$ cat src/sv/tcp_pkg.sv
// ---------------------------------------------------------------------------
// tcp_pkg
// shared types and width helpers for the triangle closest point pipeline
// ---------------------------------------------------------------------------
`default_nettype none

package tcp_pkg;

  // per item flags travelling alongside the datapath
  typedef struct packed {
    logic       vld;
    logic       pos;
    logic       ins;
    logic [2:0] neg;
  } tcp_ctl_t;

  function automatic int dot_w(input int w);
    return 2 * w + 3;
  endfunction

  function automatic int det_w(input int w);
    return 4 * w + 7;
  endfunction

  function automatic int num_w(input int w);
    return 5 * w + 9;
  endfunction

endpackage

`default_nettype wire

$ cat src/sv/tcp_fin.sv
// ---------------------------------------------------------------------------
// tcp_fin
// signed quotient plus vertex with saturation, squared length, result register
// ---------------------------------------------------------------------------
`default_nettype none

module tcp_fin #(
  parameter int W = 16,
  localparam int QB  = W + 1,
  localparam int NRW = W + 1,
  localparam int SW  = W + 3,
  localparam int SQW = 2 * NRW,
  localparam int SMW = SQW + 2,
  localparam int DSW = 2 * W
) (
  input  logic                  clk,
  input  logic                  rst_n,
  input  logic                  en,
  input  tcp_pkg::tcp_ctl_t     ctl_i,
  input  logic [QB-1:0]         q_i [3],
  input  logic signed [W-1:0]   p0_i [3],
  output logic                  vld_o,
  output logic                  valid_res_o,
  output logic signed [NRW-1:0] near_o [3],
  output logic [DSW-1:0]        dist_o,
  output logic                  inside_o
);

  localparam logic signed [SW-1:0]  SLO  = -(SW'(1) <<< W);
  localparam logic signed [SW-1:0]  SHI  = (SW'(1) <<< W) - SW'(1);
  localparam logic signed [NRW-1:0] NLO  = NRW'(SLO);
  localparam logic signed [NRW-1:0] NHI  = NRW'(SHI);
  localparam logic [SMW-1:0]        DMAX = (SMW'(1) << DSW) - SMW'(1);

  logic signed [SW-1:0]  qs_c [3];
  logic signed [SW-1:0]  sv_c [3];
  logic signed [NRW-1:0] nr_nxt [3];
  logic [SMW-1:0]        sum_c;

  logic                  vldA_r, vldB_r, out_vld_r;
  logic                  posA_r, posB_r, insA_r, insB_r;
  logic signed [NRW-1:0] nearA_r [3], nearB_r [3];
  logic [SQW-1:0]        sq_r [3];
  logic                  valid_res_r, inside_r;
  logic signed [NRW-1:0] near_r [3];
  logic [DSW-1:0]        dist_r;

  always_comb begin
    for (int i = 0; i < 3; i++) begin
      qs_c[i] = signed'(SW'(q_i[i]));
      sv_c[i] = SW'(p0_i[i]) + (ctl_i.neg[i] ? -qs_c[i] : qs_c[i]);
      if (!ctl_i.pos) begin
        nr_nxt[i] = '0;
      end else if (sv_c[i] < SLO) begin
        nr_nxt[i] = NLO;
      end else if (sv_c[i] > SHI) begin
        nr_nxt[i] = NHI;
      end else begin
        nr_nxt[i] = NRW'(sv_c[i]);
      end
    end
    sum_c = SMW'(sq_r[0]) + SMW'(sq_r[1]) + SMW'(sq_r[2]);
  end

  always_ff @(posedge clk) begin
    if (!rst_n) begin
      vldA_r    <= 1'b0;
      vldB_r    <= 1'b0;
      out_vld_r <= 1'b0;
    end else if (en) begin
      vldA_r    <= ctl_i.vld;
      vldB_r    <= vldA_r;
      out_vld_r <= vldB_r;
    end
  end

  always_ff @(posedge clk) begin
    if (en) begin
      nearA_r <= nr_nxt;
      posA_r  <= ctl_i.pos;
      insA_r  <= ctl_i.pos && ctl_i.ins;

      for (int i = 0; i < 3; i++) sq_r[i] <= SQW'(nearA_r[i]) * SQW'(nearA_r[i]);
      nearB_r <= nearA_r;
      posB_r  <= posA_r;
      insB_r  <= insA_r;

      near_r      <= nearB_r;
      dist_r      <= (sum_c > DMAX) ? DSW'(DMAX) : DSW'(sum_c);
      valid_res_r <= posB_r;
      inside_r    <= insB_r;
    end
  end

  assign vld_o       = out_vld_r;
  assign valid_res_o = valid_res_r;
  assign near_o      = near_r;
  assign dist_o      = dist_r;
  assign inside_o    = inside_r;

  a_invalid_zero: assert property (@(posedge clk) disable iff (!rst_n)
    (out_vld_r && !valid_res_r) |->
      (near_r[0] == '0 && near_r[1] == '0 && near_r[2] == '0 && dist_r == '0 && !inside_r))
    else $error("degenerate triangle word carries nonzero fields");

  a_inside_needs_valid: assert property (@(posedge clk) disable iff (!rst_n)
    (out_vld_r && inside_r) |-> valid_res_r)
    else $error("inside flag set on degenerate triangle");

  a_zero_dist_origin: assert property (@(posedge clk) disable iff (!rst_n)
    (out_vld_r && dist_r == '0) |->
      (near_r[0] == '0 && near_r[1] == '0 && near_r[2] == '0))
    else $error("zero squared length with nonzero point");

endmodule

`default_nettype wire

$ cat config.mk
export PLATFORM = sky130hd
export DESIGN_NAME = tcp_fin
export DESIGN_NICKNAME = d
export VERILOG_FILES = /design/src/sv/tcp_pkg.sv /design/src/sv/tcp_fin.sv
export SDC_FILE = /design/constraint.sdc
export NUM_CORES = 2
export LEC_CHECK = 0
export ABC_AREA = 1
export BUFFER_PORTS_ARGS = -buffer_cell sky130_fd_sc_hd__buf_2
export CAP_MARGIN = 5
export CORE_ASPECT_RATIO = 1.2
export CORE_MARGIN = 2
export CORE_UTILIZATION = 63
export CTS_BUF_LIST = sky130_fd_sc_hd__clkbuf_8
export DETAILED_ROUTE_END_ITERATION = 7
export PLACE_DENSITY = 0.84
export SLEW_MARGIN = 5
export SYNTH_ARGS = -nofsm -noshare
export SYNTH_HDL_FRONTEND = slang
export SYNTH_SLANG_ARGS = --single-unit
export TNS_END_PERCENT = 100
$ cat constraint.sdc
create_clock -name clk -period 18.2 [get_ports clk]
set_clock_uncertainty 0.2 [all_clocks]
set_input_delay 4.55 -clock clk [delete_from_list [all_inputs] [get_ports clk]]
set_output_delay 4.55 -clock clk [all_outputs]
set_load 0.02 [all_outputs]
==> flow_summary_export.csv <==
group,metric,value,unit
global_routing,grt.total_usage,0.294,
min_path,min-delay-path-class,"flop to flop",
synth,synthAdderAreaFrac,0.441,
routing,drt.antenna.violating_nets,0,
setup_path,critical_path_class,"input pin to flop",
setup_path,r2r_slack,11.13,ns
global_routing,overflow,0,
synth,synthArstFlopShare,0,
setup_path,worstSetupEndpointType,"flop",
setup_path,crit_fanout,16,
clock_tree,path_clk_slew,0.06,ns
clock_tree,clockRootBuffer,"clkbuf_8",
min_path,hold_start,"nearB_r[2]",
timing,fin_crit_sh,0.404,
global_routing,gr-usage-met2,0.526,
synth,ys_seq_area_frac,0.180,
clock_tree,numCtsBuffers,50,
synth,netlist_area,0.0482,mm²
timing,period_needed,7.35,ns
synth,avgSynthCellArea,8.63,µm²
outcome,status,"finished, final reports clean",
cells_and_area,syn_to_final_growth,5.91,%
routing,routedWlPerCell,16.2,µm
global_routing,grt_pass1_wl,185000,µm
setup_path,critPathLaunchType,"input pin",
setup_path,cp_slowest_cell,"ha_1",
synth,synth.area.mux_share,0,
synth,synthXorXnorAreaFrac,0.0432,
synth,synth-seq-cells,290,
setup_path,cpLargestDelayFamily,"simple AND/OR/NAND/NOR gates",
setup_path,crit_top_cell,"nand2_1",
global_routing,gr-max-usage-layer,"met2",
global_routing,grt_max_degree,169,
die,rows,111,
die,floorplan.io_pins,194,
synth,synth_cells,5588,
global_routing,antenna_found_initial,4,
timing,rsz0062_at_grt,"no",
clock_tree,cts_hold_buf,0,
cells_and_area,drive_gt1_frac,0.0688,
die,initial_utilization,0.634,
synth,synthFlopType,"edfxtp_1",
timing,hold_viol,0,
global_routing,grt_use_met3,0.0360,
clock_tree,clockBufferDepth,3,
synth,synth.top_cells.by_area,"fa_1 35%, edfxtp_1 18%, inv_1 12%",
setup_path,r2r_start,"nearA_r[50]",
flow_run,max_cap_violations,0,
synth,synth_simple_gate_area_share,0.155,
routing,routed-via-count,35700,
die,dieHeight,307,µm
timing,slew_viol_final,0,
synth,synth_top_family_by_area,"adder cells",
die,core-area,0.0761,mm²
placed_design,dp_cells,6678,
synth,synth_compound_area_frac,0.0493,
die,die_area,0.0788,mm²
setup_path,max_stage_delay,0.43,ns
setup_path,critPathBufInv,2,
timing,worst_pin_slew,1.03,ns
clock_tree,clock_latency,0.67,ns
routing,vias_per_cell,5.26,
routing,dr.pass1.iters,8,
timing,fmaxAchievable,136,MHz
synth,synth-edff-count,287,
setup_path,cp.arrival,7.52,ns
synth,ys_types,52,
global_routing,met1_usage,0.356,
placed_design,hpwlAfterDp,92100,µm
clock_tree,cts.sinks,290,
min_path,min_to,"near_o[2]",
timing,slew_headroom,0.315,
cells_and_area,nNetsFinal,7020,
timing,setup_violations,0,
setup_path,rr_worst_depth,21,
synth,synth.largest_area_cell,"fa_1",
timing,tns,0,ns
placed_design,place.gp.congestion,0.956,
routing,drt-total-wl,110000,µm
clock_tree,htree_levels,2,
die,dieWidth,257,µm
clock_tree,post_cts_buffers,0,
global_routing,grt_pass1_vias,38600,
placed_design,io_buffers,193,
cells_and_area,final_cells,6775,
setup_path,timing.rr.end,"sq_r[0][33]",
setup_path,crit_chain,"buf_2, inv_1, ha_1, nand3_1, nor3_1, nand4_1, nand2_1, o21ai_0, xor2_1, ha_1, nand2_1, nor2_1, nand2_1, nor2_1, nand2_1, nand4_1, nand3_2, a21oi_1, nor2_1",
synth,ys_warn_count,0,
routing,drc,0,
min_path,hold_depth,0,
routing,drt_iter0_markers,2196,
setup_path,cp.required,18.37,ns
synth,synth_top_area_share,0.346,
clock_tree,cts_resized,0,
clock_tree,cts_tree,"done",
==> final cells by class <==
cell class | count | area, µm²
multi-input cells | 3641 | 33200
fillers | 6029 | 25000
flip-flops and latches | 290 | 8680
inverters | 1531 | 5750
well taps | 1017 | 1270
repair buffers | 199 | 1030
clock buffers | 50 | 688
clock inverters | 42 | 420
diodes | 5 | 12.5
==> worst max path at each step <==
stage               startpoint           to  depth (start not counted)
detailed placement      q_i[1]   nearA_r[8]                         19
CTS                     q_i[1]   nearA_r[8]                         19
global route            q_i[0]   nearA_r[8]                         20
finish                  q_i[1]   nearA_r[8]                         19
floorplan               q_i[1]  nearA_r[10]                         18
global placement       q_i[34]  nearA_r[39]                         20
==> metrics by stage <==
step	setup WS (ns)	cell area, µm²	hold slack (ns)	utilization
finish	10.85	51100	0.216	0.671
global route	10.49	51100	0.224	0.671
CTS	10.91	51100	0.212	0.671
detailed placement	10.26	50000	0.205	0.656
global placement	10.33	50000	0.200	0.656
floorplan	10.82	48200	0.200	-
==> layer usage <==
| metal | routed length, µm | up-vias |
|---|---|---|
| met3 | 5730 | 341 |
| met5 | 0 | - |
| met2 | 56300 | 1153 |
| met4 | 5050 | 0 |
| met1 | 43000 | 17300 |
| li1 | - | 16900 |
==> cells by family after synthesis <==
family | count (synthesis)
other | 2
flip-flops | 290
adder cells (fa/ha/maj) | 1199
AO/OA/AOI/OAI | 418
AND/OR/NAND/NOR | 1783
XOR/XNOR | 238
buffers and inverters | 1658
==> cell usage in the layout (no fill, tap or decap), drive strengths merged, types with 7 or more instances in the layout <==
cell / n
inv: 1539
nand2: 1148
fa: 834
ha: 365
nor2: 355
edfxtp: 287
a21oi: 223
buf: 199
nand3: 172
xor2: 153
o21ai: 91
xnor2: 85
clkbuf: 50
nor3: 41
o21bai: 33
nand4: 29
clkinv: 22
a21o: 17
or2: 17
o21a: 13
nand3b: 12
a31oi: 9
a21boi: 9
bufinv: 7
==> worst register-to-register path: stages (launching register included) <==
cell and delay (ns):
edfxtp_1 0.94, inv_1 0.54, nor2_1 0.28, fa_1 0.44, inv_1 0.09, fa_1 0.42, inv_1 0.08, fa_1 0.42
fa_1 0.47, fa_1 0.49, inv_1 0.05, fa_1 0.50, inv_1 0.06, ha_1 0.35, a21oi_1 0.27, o21ai_0 0.22
a21oi_1 0.22, o21ai_0 0.28, a21oi_1 0.33, inv_1 0.07, nand2_1 0.07, nand2_1 0.04
==> flip-flops by register name (all words and copies together), names as in the netlist <==
register	count
sq_r	96
dist_o	32
vld_o	1
insB_r	1
near_o	51
valid_res_o	1
posA_r	1
vldB_r	1
nearB_r	51
nearA_r	51
vldA_r	1
posB_r	1
inside_o	1
insA_r	1
==> synth_stat cells (8+ instances only) <==
cell,count
nand3_2,35
nand3_1,137
nor2_1,344
a21oi_1,217
ha_1,365
inv_2,9
clkbuf_1,103
buf_1,9
edfxtp_1,287
o21bai_1,33
nand3b_1,12
a31oi_1,9
xor2_1,153
fa_1,834
nor2_2,9
inv_1,1521
nand2_2,34
o21ai_0,88
or2_2,17
a21boi_0,8
nand4_1,29
nand2_1,1112
nor3_1,39
o21a_1,13
a21o_1,17
xnor2_1,85
Power is left out: the tool's default activity adds up to more than one toggle a clock period on the data nets, which glitch-free logic cannot reach.
